## src/rtl/lzw_pkg.sv

```systemverilog
// Shared constants and control types for the LZW byte stream encoder.
package lzw_pkg;

  localparam int BYTE_W          = 8;
  localparam int START_CODE_BITS = 9;
  localparam int FIRST_CODE      = 256;
  localparam logic [BYTE_W-1:0] BYTE_MASK = 8'hFF;

  // Code request from the sequencer to the bit packer
  typedef struct packed {
    logic push;        // code request this cycle
    logic final_code;  // last code of the stream, flush the tail afterwards
  } pk_ctl_t;

endpackage

```

## src/rtl/lzw_pack.sv

```systemverilog
// LSB-first bit packer: takes variable-width codes, gives a byte per ready cycle.
module lzw_pack #(
  parameter int MAX_CODE_BITS = 12
) (
  input  logic                                 clk,
  input  logic                                 rst,
  input  lzw_pkg::pk_ctl_t                     ctl,
  input  logic [MAX_CODE_BITS-1:0]             code,
  input  logic [$clog2(MAX_CODE_BITS+1)-1:0]   width,
  output logic                                 ready,
  output logic [lzw_pkg::BYTE_W-1:0]           out_byte,
  output logic                                 out_last,
  output logic                                 out_valid,
  input  logic                                 out_ready
);
  import lzw_pkg::*;

  localparam int BW = MAX_CODE_BITS + BYTE_W - 1;   // widest bit buffer
  localparam int CW = $clog2(BW + 1);                // bit count width
  localparam int WW = $clog2(MAX_CODE_BITS + 1);
  localparam logic [CW-1:0] BYTE_CNT = CW'(BYTE_W);

  typedef enum logic {P_IDLE, P_DRAIN} pk_state_t;

  pk_state_t      state;
  logic [BW-1:0]  bits;
  logic [CW-1:0]  count;
  logic           final_flag;
  logic           have_byte;
  logic           out_free;
  logic           load_byte;
  logic [BW-1:0]  code_shift;

  // a byte is due when 8 bits are held, or on flush when any bit is left
  assign have_byte  = (count >= BYTE_CNT) || (final_flag && (count != '0));
  assign out_free   = !out_valid || out_ready;
  assign load_byte  = (state == P_DRAIN) && have_byte && out_free;
  assign code_shift = {{(BW-MAX_CODE_BITS){1'b0}}, code} << count[2:0];
  assign ready      = (state == P_IDLE);

  // packer state, bit buffer and output register
  always_ff @(posedge clk) begin
    if (rst) begin
      state      <= P_IDLE;
      bits       <= '0;
      count      <= '0;
      final_flag <= 1'b0;
      out_valid  <= 1'b0;
    end else begin
      if (out_valid && out_ready && !load_byte) begin
        out_valid <= 1'b0;
      end
      case (state)
        P_IDLE: begin
          if (ctl.push) begin
            bits       <= bits | code_shift;
            count      <= count + CW'({{(CW-WW){1'b0}}, width});
            final_flag <= ctl.final_code;
            state      <= P_DRAIN;
          end
        end
        P_DRAIN: begin
          if (have_byte) begin
            if (out_free) begin
              out_valid <= 1'b1;
              out_byte  <= bits[BYTE_W-1:0] & BYTE_MASK;
              out_last  <= final_flag && (count <= BYTE_CNT);
              bits      <= bits >> BYTE_W;
              count     <= (count >= BYTE_CNT) ? (count - BYTE_CNT) : '0;
            end
          end else begin
            state <= P_IDLE;
            if (final_flag) begin
              bits       <= '0;
              count      <= '0;
              final_flag <= 1'b0;
            end
          end
        end
        default: state <= P_IDLE;
      endcase
    end
  end

  // fewer than 8 bits remain whenever a new code may come in
  a_idle_partial: assert property (@(posedge clk) disable iff (rst)
    (state == P_IDLE) |-> (count < BYTE_CNT))
    else $error("packer idle with a full byte pending");

  // requests arrive only when the packer is ready
  a_push_idle: assert property (@(posedge clk) disable iff (rst)
    ctl.push |-> (state == P_IDLE))
    else $error("code request while packer busy");

  // a finished flush leaves no stray bits above the count
  a_flush_clean: assert property (@(posedge clk) disable iff (rst)
    (state == P_DRAIN && !have_byte && final_flag) |-> (bits == '0))
    else $error("bits left above count after flush");

endmodule

```

## config.mk

```make
export PLATFORM = sky130hd
export DESIGN_NAME = lzw_pack
export DESIGN_NICKNAME = d
export VERILOG_FILES = /design/src/rtl/lzw_pkg.sv /design/src/rtl/lzw_pack.sv
export SDC_FILE = /design/constraint.sdc
export NUM_CORES = 1
export LEC_CHECK = 0
export BUFFER_PORTS_ARGS = -buffer_cell sky130_fd_sc_hd__buf_2
export CORE_MARGIN = 2
export CORE_UTILIZATION = 57
export CTS_CLUSTER_DIAMETER = 50
export DETAILED_ROUTE_END_ITERATION = 16
export PLACE_DENSITY = 0.9
export SLEW_MARGIN = 40
export SYNTH_ARGS = -nofsm -noshare
export SYNTH_HDL_FRONTEND = slang
export SYNTH_SLANG_ARGS = --single-unit
```

## constraint.sdc

```tcl
create_clock -name clk -period 6 [get_ports clk]
set_input_delay 0.3 -clock clk [delete_from_list [all_inputs] [get_ports clk]]
set_output_delay 0.3 -clock clk [all_outputs]
set_load 0.02 [all_outputs]
```

### Word level (Yosys, flattened, before mapping)

Cells that the tools add are included.

| word-level totals | value |
|---|---|
| register bits after elaboration | 36 |
| bits of input ports | 21 |
| output and inout port bits | 11 |
| logic and storage cells | 54 |

| operators by class | value |
|---|---|
| add/sub/neg operators | 2 |
| order comparisons | 2 |
| equal/unequal tests | 4 |
| shift operators | 1 |
| mux-type cells | 21 |
| bitwise operators | 3 |
| reductions and logical operators | 14 |

Operators with widths:

| kind | number |
|---|---|
| 19-bit 2-to-1 mux | 4 |
| 19-bit case mux with 2 select lines | 1 |
| 5-bit 2-to-1 mux | 5 |
| 19-bit OR | 1 |
| 12-bit by 3-bit left shift with 19-bit output | 1 |
| 5-bit case mux with 2 select lines | 1 |
| 1-bit 2-to-1 mux | 8 |
| 1-bit logical AND | 6 |
| 5-bit by 4-bit adder with 5-bit output | 1 |
| 5-bit by 4-bit >= comparator with 1-bit output, second input constant | 1 |
| 5-bit by 4-bit less-or-equal comparator with 1-bit output, second input constant | 1 |
| 5-bit nonzero test | 1 |
| 5-bit by 4-bit subtractor with 5-bit output, second input constant | 1 |
| 2-bit inequality test, second input constant | 2 |
| 1-bit case mux with 2 select lines | 2 |
| 4-bit AND reduction | 1 |
| 3-bit by 1-bit inequality test with 1-bit output, second input constant | 1 |
| 3-bit by 2-bit inequality test with 1-bit output, second input constant | 1 |
| 3-bit AND reduction | 1 |
| 1-bit zero test | 2 |
| 1-bit logical OR | 2 |
| 1-bit NOT | 2 |
| 2-bit AND reduction | 1 |

### Logic depth before layout (Yosys ltp)

Gate-level depths: netlist (run 1).

| depth | value |
|---|---|
| depth in word-level cells | 11 |
| mapped depth | 8 |
| depth with buffers taken out | 7 |

### Worst setup path after synthesis (run 1)

No wires, ideal clock.

| timing path | value |
|---|---|
| kind | reg-to-reg |
| from | register count[0] |
| to | register out_byte[0] (netlist name) (enable) |
| setup time | 0.338 ns |
| arrival | 1.617 ns |
| data required time | 5.662 ns |
| setup slack | 4.046 ns |
| stages on the path, launching flop included | 7 |
| path buffers | 2 |
| clock period less this slack | 1.954 ns |
| cell sequence | dfxtp_1 -> buf_6 -> nor4_4 -> nand2_1 -> a31oi_4 -> buf_6 -> and3_1 |

| on the way | value |
|---|---|
| word-level cells in the longest chain between the ends | 4 |
| elaborated cells between the ends (all ways) | 5 |
| classes of those cells | 1 x order compare; 4 x reduce/logical |

RTL lines:

| element | RTL line | RTL |
|---|---|---|
| from (decl) | lzw_pack.sv:27 | `logic [CW-1:0] count;` |
| from (signal assigned) | lzw_pack.sv:57 | `count <= count + CW'({{(CW-WW){1'b0}}, width});` |
| from (signal assigned) | lzw_pack.sv:69 | `count <= (count >= BYTE_CNT) ? (count - BYTE_CNT) : '0;` |
| branches (longest 2 deep; another with 5-bit by 4-bit >= comparator with 1-bit output) | -- |  |
| 1-bit logical OR * | lzw_pack.sv:35 | `assign have_byte = (count >= BYTE_CNT) \|\| (final_flag && (count != '0));` |
| 4-bit AND reduction (no line) * | -- |  |
| to (signal assigned) | lzw_pack.sv:66 | `out_byte <= bits[BYTE_W-1:0] & BYTE_MASK;` |
| to (decl) | lzw_pack.sv:11 | `output logic [lzw_pkg::BYTE_W-1:0] out_byte,` |

Every way passes the cells marked *.
A chain may end at the register's enable or synchronous reset.

### Final worst setup path (run 1)

| timing path | value |
|---|---|
| from | register count[2] |
| to | register out_byte[6] (netlist name) (enable) |

The elaborated chain is that of the path after synthesis.

==> results of run 1 <==
flip-flops by register name, summed over array words and instances, names as in the netlist:
name / count
bits: 19
count: 5
final_flag: 1
out_byte: 8
out_last: 1
out_valid: 1
state: 1
cell type report:
cell class	instances	area, µm²
fill	270	1130
multi-input combinational	150	1080
sequential	36	813
timing repair buffer	31	155
tap	46	57.6
clock buffer	6	41.3
clock inverter	2	35.0
inverter	6	22.5
routing by layer:
layer,up-vias,track usage,wire (µm)
met1,736,0.266,1670
met3,6,0.0577,258
met5,-,0,0
met4,0,0.0806,44
li1,797,-,-
met2,68,0.313,1840
worst max-delay path by stage:
stage | start | to | slack (ps) | cells after the start
finish | count[2] | out_byte[6] | 3580 | 4
detailed placement | count[1] | out_byte[2] | 3460 | 4
global placement | count[1] | out_byte[2] | 3570 | 4
CTS | count[1] | out_byte[1] | 3440 | 4
global route | count[2] | out_byte[1] | 3450 | 4
floorplan | count[0] | out_byte[0] | 4050 | 6
logic make-up (layout without fill, tap and decap cells):
kind of cell	count (synthesis)	in the layout	share of synthesized area
AOI/OAI and AO/OA	57	57	0.199
xor gates and xnor gates	3	3	0.0133
adders and majority gates	6	6	0.0417
buffers and inverters	17	45	0.0467
DFF	36	36	0.409
muxes	27	27	0.146
and+or+nand+nor	57	57	0.144
through the flow:
stage,setup slack [ps],power [mW]
after CTS,3440,0.683
after global routing,3450,0.722
after global placement,3570,0.514
final,3580,0.682
after floorplan,4050,0.481
after detailed placement,3460,0.520
cell usage in the layout (no fill, tap or decap), types with 2 or more instances in the layout:
cell,netlist,final
buf_2,5,31
dfxtp_1,27,25
nand2_1,23,23
mux2_2,15,15
nor2_1,13,13
a21oi_1,12,12
mux2i_1,12,12
o21ai_1,10,10
edfxtp_1,9,9
o21ai_0,6,6
inv_1,5,5
nor2b_1,5,5
a22o_1,5,5
ha_1,5,5
clkbuf_4,0,5
a31oi_1,4,4
and3_1,3,3
o22ai_1,3,3
nand2b_1,2,2
nand3_1,2,2
a21o_1,2,2
xnor2_1,2,2
nor3_1,2,2
a211oi_1,2,2
a221oi_1,2,2
a22oi_1,2,2
dfxtp_2,0,2
power breakdown:
group | switching [mW] | internal (mW)
registers | 0.0364 | 0.283
clock network | 0.0766 | 0.0873
logic | 0.112 | 0.0868
critical path, delay by kind of cell, from the launching register on:
kind,cells,cell delay (ps)
DFF,1,820
and+or+nand+nor,3,870
AOI/OAI and AO/OA,1,380
==> summary.md, run 1 <==
| Metric | Value |
|---|---|
| CTS tree | built |
| Post-CTS sizing | 0 |
| Post-CTS setup repair buffer count | 0 |
| Clock Sinks | 36 |
| Vias in the first global route | 1410 |
| Drt pass-1 iters | 4 |
| IO Port Bufs | 31 |
| R2R setup slack | 3580 ps |
| Share of layout cells above drive strength 1 | 0.264 |
| Finished Core Util | 0.660 |
| Initial Util | 0.594 |
| Post-route clock period utilization | 0.403 |
| Global-route wire length before repair | 6300 µm |
| Io pins | 32 |
| Max-slew violations | 0 |
| Clock slew at reported path FFs | 110 ps |
| Final setup TNS | 0 ps |
| CP max-delay cell | dfxtp_1 |
| GP Congestion | 0.989 |
| Pin count of the biggest net entering global routing | 24 |
| Count leader, synth | dfxtp_1 |
| Yosys warning total | 0 |
| #FFs+latches synth | 36 |
| Wire length per cell | 13.8 µm |
| Status | complete, no violations |
| Share of the synthesized area in the top cell type | 0.273 |
| Vias per cell | 5.80 |
| Distinct cell type count after synthesis | 46 |
| CTS root buffer | clkbuf_4 |
| TritonCTS Buffers | 5 |
| Final Cell Area | 0.00220 mm² |
| Cell area after synthesis | 0.00198 mm² |
| Area delta synth->final | 11.2% |
| Leak pwr | 0.868 nW |
| DIE HEIGHT | 62.9 µm |
| Initial antenna violation count | 0 |
| Worst path arrival time | 2420 ps |
| Via count | 1607 |
| Worst-path maximum fanout | 18 |
| Final setup vio count | 0 |
| Routed wire length | 3820 µm |
| EDFF count, synth | 9 |
| Clk Latency, worst-skew pair | 340 ps |
| Hold Vio Cnt, Final | 0 |
| Setup crit end kind | flop |
| Minimum hold slack | 181 ps |
| Delay of the slowest critical-path stage | 820 ps |
| ANT nets after route | 0 |
| Launching point of the worst reg2reg path | count[2] |
| Hold depth | 3 |
| Critical Path RT | 6000 ps |
| Die width | 62.9 µm |
| Non-Filler Instances | 277 |
| DP HPWL | 2730 µm |
| Clk buf depth | 2 |
| Critical path launch point type | flop |
| Synthesized net count | 230 |
| RSZ-0062 raised after global routing | false |
| Hold buffer count at CTS | 0 |
| H-tree levels | 2 |
| Placed Area | 0.00212 mm² |
| Worst VDD drop | 0.000178 V |
| # diodes | 0 |
| HP Start | ctl[0] |
| Post-synth top area cell | dfxtp_1 |
| Power Density | 310 mW/mm² |
| GRT Total Usage | 0.202 |
| Clock skew | 12.4 ps |
| Syn Area/Cell | 9.76 µm² |
| Worst hold path type | in2reg |
| Reg2Reg Depth | 4 |
| Core Region | 0.00334 mm² |
| # rows | 21 |
| Crit path kind | reg2reg |
| Sink of the worst hold path | final_flag |
| Most common library cells after synthesis | 27 x dfxtp_1, 23 x nand2_1, 15 x mux2_2 |
| Maxcap violations | 0 |
| Fmax | 414 MHz |
| 1st-iter DRT viols | 87 |
| R2R Path End | out_byte[6] |
| Die Footprint | 0.00396 mm² |
| Fin crit period | 2420 ps |
| Cells after synthesis | 203 |
| Top_reg_cell synth | dfxtp_1 |
| Seq/Total Area, Yosys | 0.409 |
| Placed Cells incl. Taps | 269 |
| Area contributors post-synth | dfxtp_1 27%, edfxtp_1 14%, mux2_2 8.5% |
| Max-slew headroom at the worst pin | 0.505 |
| Actual slew at the worst max-slew pin | 742 ps |
| Total global routing overflow | 0 |
| Cell Chain, Critical Path | nor4_4 -> or2b_1 -> a31oi_4 -> and3_1 |
| Asr flop ratio synth | 0 |
| Remaining DRCs | 0 |
| Nets@finish | 257 |
No activity file was read; power rests on OpenSTA's default activity.
==> run 2: changes to the inputs <==
--- a/config.mk
+++ b/config.mk
@@ -5,12 +5,13 @@
 export SDC_FILE = /design/constraint.sdc
 export NUM_CORES = 1
 export LEC_CHECK = 0
+export ABC_AREA = 1
 export BUFFER_PORTS_ARGS = -buffer_cell sky130_fd_sc_hd__buf_2
 export CORE_MARGIN = 2
-export CORE_UTILIZATION = 57
+export CORE_UTILIZATION = 52
 export CTS_CLUSTER_DIAMETER = 50
 export DETAILED_ROUTE_END_ITERATION = 16
-export PLACE_DENSITY = 0.9
+export PLACE_DENSITY = 0.86
 export SLEW_MARGIN = 40
 export SYNTH_ARGS = -nofsm -noshare
 export SYNTH_HDL_FRONTEND = slang
==> constraint.sdc (replaced) <==
create_clock -name clk -period 2.12 [get_ports clk]
set_input_delay 0.106 -clock clk [delete_from_list [all_inputs] [get_ports clk]]
set_output_delay 0.106 -clock clk [all_outputs]
set_load 0.02 [all_outputs]
==> run 2 against run 1 <==
Compared with the run above:
- worst hold slack worse by 110 ps
- die area is 24% higher
- non-clock buffer count increased by 6
- worst setup slack worse by 3400 ps
- clock skew decreased by 2.6 ps
- sequential share of layout area is 5.1 points lower
- sequential cell count unchanged
- cell count is 47% higher
- sequential power increased to 2.7 times the previous value
- maximum frequency is 26% higher
- critical endpoint is now bits[11]
- largest cell class unchanged
- largest power group unchanged
- highest routed layer unchanged
==> summary.md, run 2 <==
| Metric | Value |
|---|---|
| CP bufs+invs | 1 (was 0) |
| ANT nets after route | 0 (unchanged) |
| Cell Chain, Critical Path | inv_2 -> nand2_1 -> nor2_2 -> nor2_2 -> nand2_4 -> nand3_4 -> nand3_2 -> nand2_2 -> a21oi_1 (was nor4_4 -> or2b_1 -> a31oi_4 -> and3_1) |
| Routed wire length | 5010 µm (was 3820 µm) |
| Share of layout cells above drive strength 1 | 0.174 (was 0.264) |
| Synthesized net count | 355 (was 230) |
| DIE HEIGHT | 70.2 µm (was 62.9 µm) |
| # diodes | 0 (unchanged) |
| Post-CTS setup repair buffer count | 0 (unchanged) |
| Worst-path maximum fanout | 12 (was 18) |
| Core Region | 0.00429 mm² (was 0.00334 mm²) |
| Total global routing overflow | 0 (unchanged) |
| Asr flop ratio synth | 0 (unchanged) |
| #FFs+latches synth | 36 (unchanged) |
| Share of the synthesized area in the top cell type | 0.237 (was 0.273) |
| Initial antenna violation count | 0 (unchanged) |
| CTS tree | built (unchanged) |
| Cells after synthesis | 328 (was 203) |
| Fmax | 521 MHz (was 414 MHz) |
| Setup crit end kind | flop (unchanged) |
| Seq/Total Area, Yosys | 0.356 (was 0.409) |
| DP HPWL | 3850 µm (was 2730 µm) |
| 1st-iter DRT viols | 126 (was 87) |
| Nets@finish | 382 (was 257) |
| Finished Core Util | 0.594 (was 0.660) |
| H-tree levels | 2 (unchanged) |
| Post-synth top area cell | dfxtp_1 (unchanged) |
| GP Congestion | 0.897 (was 0.989) |
| Post-route clock period utilization | 0.905 (was 0.403) |
| Vias per cell | 5.45 (was 5.80) |
| Io pins | 32 (unchanged) |
| Fin crit period | 1920 ps (was 2420 ps) |
| DP Worst Slack | 252 ps (was 3460 ps) |
| Hold buffer count at CTS | 0 (unchanged) |
| CP max-delay cell | dfxtp_1 (unchanged) |
| Worst hold path type | in2reg (unchanged) |
| Delay of the slowest critical-path stage | 520 ps (was 820 ps) |
| Wire length per cell | 12.3 µm (was 13.8 µm) |
| Area delta synth->final | 11.9% (was 11.2%) |
| Area contributors post-synth | dfxtp_1 24%, nand2_1 15%, edfxtp_1 12% (was dfxtp_1 27%, edfxtp_1 14%, mux2_2 8.5%) |
| Reg with most FFs | bits (unchanged) |
| Met1 Track Usage GR | 0.281 (was 0.266) |
| TritonCTS Buffers | 5 (unchanged) |
| Most common library cells after synthesis | 93 x nand2_1, 41 x inv_1, 41 x nand3_1 (was 27 x dfxtp_1, 23 x nand2_1, 15 x mux2_2) |
| Placed Area | 0.00244 mm² (was 0.00212 mm²) |
| Hold depth | 3 (unchanged) |
| Die Footprint | 0.00493 mm² (was 0.00396 mm²) |
| RSZ-0062 raised after global routing | false (unchanged) |
| Post-route setup slack | 201 ps (was 3580 ps) |
| Gr busiest metal | met2 (unchanged) |
| Met3 usage | 0.0534 (was 0.0577) |
| Fillers | 408 (was 270) |
| Pin count of the biggest net entering global routing | 28 (was 24) |
| Crit path kind | reg2reg (unchanged) |
| Worst VDD drop | 0.000302 V (was 0.000178 V) |
| Largest regs | bits: 19 flops, out_byte: 8 flops, count: 5 flops (unchanged) |
| Power Density | 847 mW/mm² (was 310 mW/mm²) |
| Syn Area/Cell | 6.95 µm² (was 9.76 µm²) |
| Register area | 811 µm² (was 813 µm²) |
| Remaining DRCs | 0 (unchanged) |
| Final setup vio count | 0 (unchanged) |
| Clk buf depth | 2 (unchanged) |
| Clock Sinks | 36 (unchanged) |
| CTS root buffer | clkbuf_8 (was clkbuf_4) |
| Critical path launch point type | flop (unchanged) |
| Levels on crit path | 9 (was 4) |
| CP top delay family | simple AND/OR/NAND/NOR gates (unchanged) |
| Count leader, synth | nand2_1 (was dfxtp_1) |
| IO Port Bufs | 31 (unchanged) |
| Final Cell Area | 0.00255 mm² (was 0.00220 mm²) |
| # rows | 24 (was 21) |
| GRT Total Usage | 0.222 (was 0.202) |
| Met2 usage | 0.364 (was 0.313) |
| Initial Util | 0.531 (was 0.594) |
| Clock slew at reported path FFs | 80 ps (was 110 ps) |
| Vias in the first global route | 2031 (was 1410) |
| Hold Vio Cnt, Final | 0 (unchanged) |
| Actual slew at the worst max-slew pin | 640 ps (was 742 ps) |
| Most frequent cells in the layout | 93 x nand2_1, 41 x inv_1, 41 x nand3_1 (was 31 x buf_2, 25 x dfxtp_1, 23 x nand2_1) |
| Most common cell after layout, fill and taps aside | nand2_1 (was buf_2) |
| Status | complete, no violations (unchanged) |
| Worst path arrival time | 2090 ps (was 2420 ps) |
| Via count | 2224 (was 1607) |
| Top_reg_cell synth | dfxtp_1 (unchanged) |
| Multi-input gate area | 0.00120 mm² (was 0.00108 mm²) |
| Max-slew headroom at the worst pin | 0.572 (was 0.505) |
| Critical Path RT | 2290 ps (was 6000 ps) |
| Post-CTS sizing | 0 (unchanged) |
| Drt pass-1 iters | 5 (was 4) |
| Global-route wire length before repair | 8830 µm (was 6300 µm) |
| Max FFs per register | 19 (unchanged) |
| EDFF count, synth | 9 (unchanged) |
| Critical path's most frequent cell | nor2_2 |
| Die width | 70.2 µm (was 62.9 µm) |
| Yosys warning total | 0 (unchanged) |
| Reg2Reg Depth | 9 (was 4) |
| Maxcap violations | 0 (unchanged) |
| Cell area after synthesis | 0.00228 mm² (was 0.00198 mm²) |
| Clock skew | 9.74 ps (was 12.4 ps) |
| Max-slew violations | 0 (unchanged) |
| Final setup TNS | 0 ps (unchanged) |
| Distinct cell type count after synthesis | 29 (was 46) |
| Clk Latency, worst-skew pair | 290 ps (was 340 ps) |
| Leak pwr | 1.21 nW (was 0.868 nW) |
run 2: cell types whose count changed after synthesis, sizes merged, moves of 12 or more:
cell   delta
nand2    +71
nand3    +46
inv      +38
mux2     -15
mux2i    -12
run 2: kinds of logic (layout without fill, tap and decap cells):
kind of cell	count (synthesis)	in the layout	synth area share
AND/OR/NAND/NOR	181	181	0.375
buffers and inverters	61	89	0.119
AO/OA/AOI/OAI	44	44	0.114
flip-flops	36	36	0.356
adder cells (fa/ha/maj)	6	6	0.0362
run 2: path summary, 6_finish.rpt:
path	startpoint	slack [ps]	endpoint
setup / recovery	count[2]	200	bits[11]
hold / removal	ctl[0]	70	final_flag
setup reg to reg	count[2]	200	bits[11]
hold reg to reg	bits[4]	430	out_byte[4]
run 2: per-layer routing:
layer | wire (µm) | vias to the layer above
li1 | - | 1126
met1 | 2150 | 1000
met2 | 2410 | 81
met3 | 324 | 17
met4 | 128 | 0
met5 | 0 | -
run 2: where the power goes:
part           internal, mW  total (mW)  leakage [nW]  switching (mW)
Combinational         0.234       0.699         0.854           0.465
Clock                 0.348       0.602        0.0541           0.254
Sequential            0.796       0.857         0.305          0.0617
Total                  1.38        2.16          1.21           0.781
run 2: metrics by stage:
stage	std cells	hold slack, ps	power, mW
finish	408	71.7	2.16
global route	408	73.0	2.30
detailed placement	400	381	1.56
CTS	408	69.2	2.16
global placement	400	366	1.54
floorplan	328	253	1.41
run 2: cell type report:
cell class	instances	share of cell area
Clock buffer	5	0.0270
Clock inverter	3	0.0167
Inverter	44	0.0648
Multi-Input combinational cell	231	0.469
Sequential cell	36	0.318
Tap cell	52	0.0255
Timing Repair Buffer	37	0.0785
run 2: worst register-to-register path: stages, from the launching register on:
cell and delay, ps:
dfxtp_1 520, inv_2 180, nand2_1 110, nor2_2 50, nor2_2 120, nand2_4 120
nand3_4 160, nand3_2 250, nand2_2 230, a21oi_1 60
==> run 3: changes to the inputs <==
--- a/config.mk
+++ b/config.mk
@@ -8,10 +8,10 @@
 export ABC_AREA = 1
 export BUFFER_PORTS_ARGS = -buffer_cell sky130_fd_sc_hd__buf_2
 export CORE_MARGIN = 2
-export CORE_UTILIZATION = 52
+export CORE_UTILIZATION = 57
 export CTS_CLUSTER_DIAMETER = 50
 export DETAILED_ROUTE_END_ITERATION = 16
-export PLACE_DENSITY = 0.86
+export PLACE_DENSITY = 0.89
 export SLEW_MARGIN = 40
 export SYNTH_ARGS = -nofsm -noshare
 export SYNTH_HDL_FRONTEND = slang
==> constraint.sdc (replaced) <==
create_clock -name clk -period 2.2 [get_ports clk]
set_input_delay 0.11 -clock clk [delete_from_list [all_inputs] [get_ports clk]]
set_output_delay 0.11 -clock clk [all_outputs]
set_load 0.02 [all_outputs]
==> run 3 against run 2 <==
Compared with the run above:
- sequential cell count unchanged
- register-to-register slack improved by 150 ps
- clock power decreased by 23%
- non-clock buffer count is the same
- worst hold slack worse by 1.7 ps
- clock skew shrank 5.4 ps
- worst setup slack gained 150 ps
- via count decreased by 3.2%
- die area shrank 8.3%
==> summary.md, run 3 (synthesis gave the netlist of run 2 again) <==
| Metric | Value |
|---|---|
| Non-Filler Instances | 404 (was 408) |
| Metal2 WL | 2520 µm (was 2410 µm) |
| Io pins | 32 (unchanged) |
| Fin crit period | 1850 ps (was 1920 ps) |
| Placed Cells incl. Taps | 396 (was 400) |
| GRT Total Usage | 0.260 (was 0.222) |
| Top Metal Used | met4 (unchanged) |
| Leak pwr | 1.21 nW (about the same) |
| Global-route wire length before repair | 8850 µm (was 8830 µm) |
| Largest regs | bits: 19 flops, out_byte: 8 flops, count: 5 flops (unchanged) |
| Worst VDD drop | 0.000450 V (was 0.000302 V) |
| Initial Util | 0.609 (was 0.531) |
| Via count | 2152 (was 2224) |
| Max-slew headroom at the worst pin | 0.553 (was 0.572) |
| DP HPWL | 3830 µm (was 3850 µm) |
| CTS tree | built (unchanged) |
| Vias per cell | 5.33 (was 5.45) |
| Nets@finish | 382 (unchanged) |
| Crit path kind | reg2reg (unchanged) |
| Hold depth | 3 (unchanged) |
| Critical Path RT | 2380 ps (was 2290 ps) |
| Clock skew | 4.39 ps (was 9.74 ps) |
| Delay of the slowest critical-path stage | 490 ps (was 520 ps) |
| Area delta synth->final | 10.6% (was 11.9%) |
| Power Density | 780 mW/mm² (was 847 mW/mm²) |
| Fmax | 540 MHz (was 521 MHz) |
| Remaining DRCs | 0 (unchanged) |
| Total global routing overflow | 0 (unchanged) |
| Maxcap violations | 0 (unchanged) |
| Initial antenna violation count | 0 (unchanged) |
| 1st-iter DRT viols | 159 (was 126) |
| Clk buf depth | 2 (unchanged) |
| Reg2Reg Depth | 9 (unchanged) |
| R2R Path End | bits[11] (unchanged) |
| Worst hold path type | in2reg (unchanged) |
| Launching point of the worst reg2reg path | count[2] (unchanged) |
| Cell Chain, Critical Path | inv_2 -> nand2_1 -> nor2_2 -> nor2_2 -> nand2_4 -> nand3_4 -> nand3_2 -> nand2_2 -> a21oi_1 (unchanged) |
| Status | complete, no violations (unchanged) |
| Max FFs per register | 19 (unchanged) |
| Critical path's most frequent cell | nor2_2 (unchanged) |
| # rows | 22 (was 24) |
| Final setup TNS | 0 ps (unchanged) |
| Worst path arrival time | 2030 ps (was 2090 ps) |
| Clk Latency, worst-skew pair | 290 ps (about the same) |
| Minimum hold slack | 70.1 ps (was 71.7 ps) |
| Die Footprint | 0.00452 mm² (was 0.00493 mm²) |
| Actual slew at the worst max-slew pin | 669 ps (was 640 ps) |
| Clock Sinks | 36 (unchanged) |
| Routed wire length | 4960 µm (was 5010 µm) |
| Clock slew at reported path FFs | 70 ps (was 80 ps) |
| Worst-path maximum fanout | 12 (unchanged) |
| Finished Core Util | 0.673 (was 0.594) |
| ANT nets after route | 0 (unchanged) |
| Met3 Wirelength | 238 µm (was 324 µm) |
| HP Start | ctl[0] (unchanged) |
| Drt pass-1 iters | 4 (was 5) |
| Reg with most FFs | bits (unchanged) |
| Pin count of the biggest net entering global routing | 21 (was 28) |
| IO Port Bufs | 31 (unchanged) |
| Critical path launch point type | flop (unchanged) |
| Post-route clock period utilization | 0.841 (was 0.905) |
| DIE HEIGHT | 67.2 µm (was 70.2 µm) |
| Post-CTS setup repair buffer count | 0 (unchanged) |
| GP Congestion | 0.874 (was 0.897) |
| Vias in the first global route | 2084 (was 2031) |
| Wire length per cell | 12.3 µm (about the same) |
| Most common cell after layout, fill and taps aside | nand2_1 (unchanged) |
| Hold buffer count at CTS | 0 (unchanged) |
| CTS root buffer | clkbuf_8 (unchanged) |
| Share of layout cells above drive strength 1 | 0.174 (unchanged) |
| Post-Route M1 WL | 2130 µm (was 2150 µm) |
| Max-slew violations | 0 (unchanged) |
| Post-CTS sizing | 0 (unchanged) |
| CP max-delay cell | dfxtp_1 (unchanged) |
| R2R setup slack | 350 ps (was 200 ps) |
| H-tree levels | 2 (unchanged) |
| # diodes | 0 (unchanged) |
| RSZ-0062 raised after global routing | false (unchanged) |
| Core Region | 0.00374 mm² (was 0.00429 mm²) |
| Die width | 67.2 µm (was 70.2 µm) |
| Final setup vio count | 0 (unchanged) |
| TritonCTS Buffers | 5 (unchanged) |
| Sink of the worst hold path | final_flag (unchanged) |
| Most frequent cells in the layout | 93 x nand2_1, 41 x inv_1, 41 x nand3_1 (unchanged) |
| Hold Vio Cnt, Final | 0 (unchanged) |
| Setup crit end kind | flop (unchanged) |
run 3: cell types whose count changed in the layout (fill, tap and decap cells not counted):
cell and change:
clkinv_2 +1, clkinv_4 +1, clkinvlp_4 -1, bufinv_16 -1
run 3: worst max-delay path by stage:
stage,end,startpoint,slack [ps]
after floorplan,out_byte[0],count[1],160
after global placement,bits[11],count[4],460
after detailed placement,bits[13],count[4],380
after CTS,bits[13],count[4],350
after global routing,bits[13],count[4],150
final,bits[11],count[2],350
run 3: power by group:
| part | internal (mW) | total, mW | switching (mW) |
|---|---|---|---|
| logic | 0.227 | 0.675 | 0.448 |
| clock network | 0.220 | 0.466 | 0.245 |
| registers | 0.767 | 0.824 | 0.0574 |
| total | 1.21 | 1.96 | 0.750 |
run 3: layout make-up:
cell class / count / area [µm²]
flip-flops and latches: 36 / 811
multi-input cells: 231 / 1200
clock inverters: 3 / 18.8
clock buffers: 5 / 68.8
well taps: 48 / 60.1
fillers: 339 / 1220
inverters: 44 / 165
repair buffers: 37 / 200
run 3: per-layer routing:
layer,track usage,vias to the layer above
met1,0.299,964
met5,0,-
met4,0.102,0
met2,0.467,54
met3,0.0600,7
li1,-,1127
run 3: critical path: cells and delay by family, from the launching register on:
| kind | cells | cell delay [ps] |
|---|---|---|
| and+or+nand+nor | 7 | 1030 |
| DFF | 1 | 490 |
| buffers and inverters | 1 | 170 |
| AOI/OAI and AO/OA | 1 | 60 |
run 3: stage by stage:
step           instance area [µm²]  worst slack (ps)  power, mW
2_1_floorplan                 2280               156       1.36
6_report                      2520               349       1.96
5_1_grt                       2520               151       2.10
3_5_place_dp                  2430               381       1.51
4_1_cts                       2520               354       1.97
3_3_place_gp                  2430               462       1.48
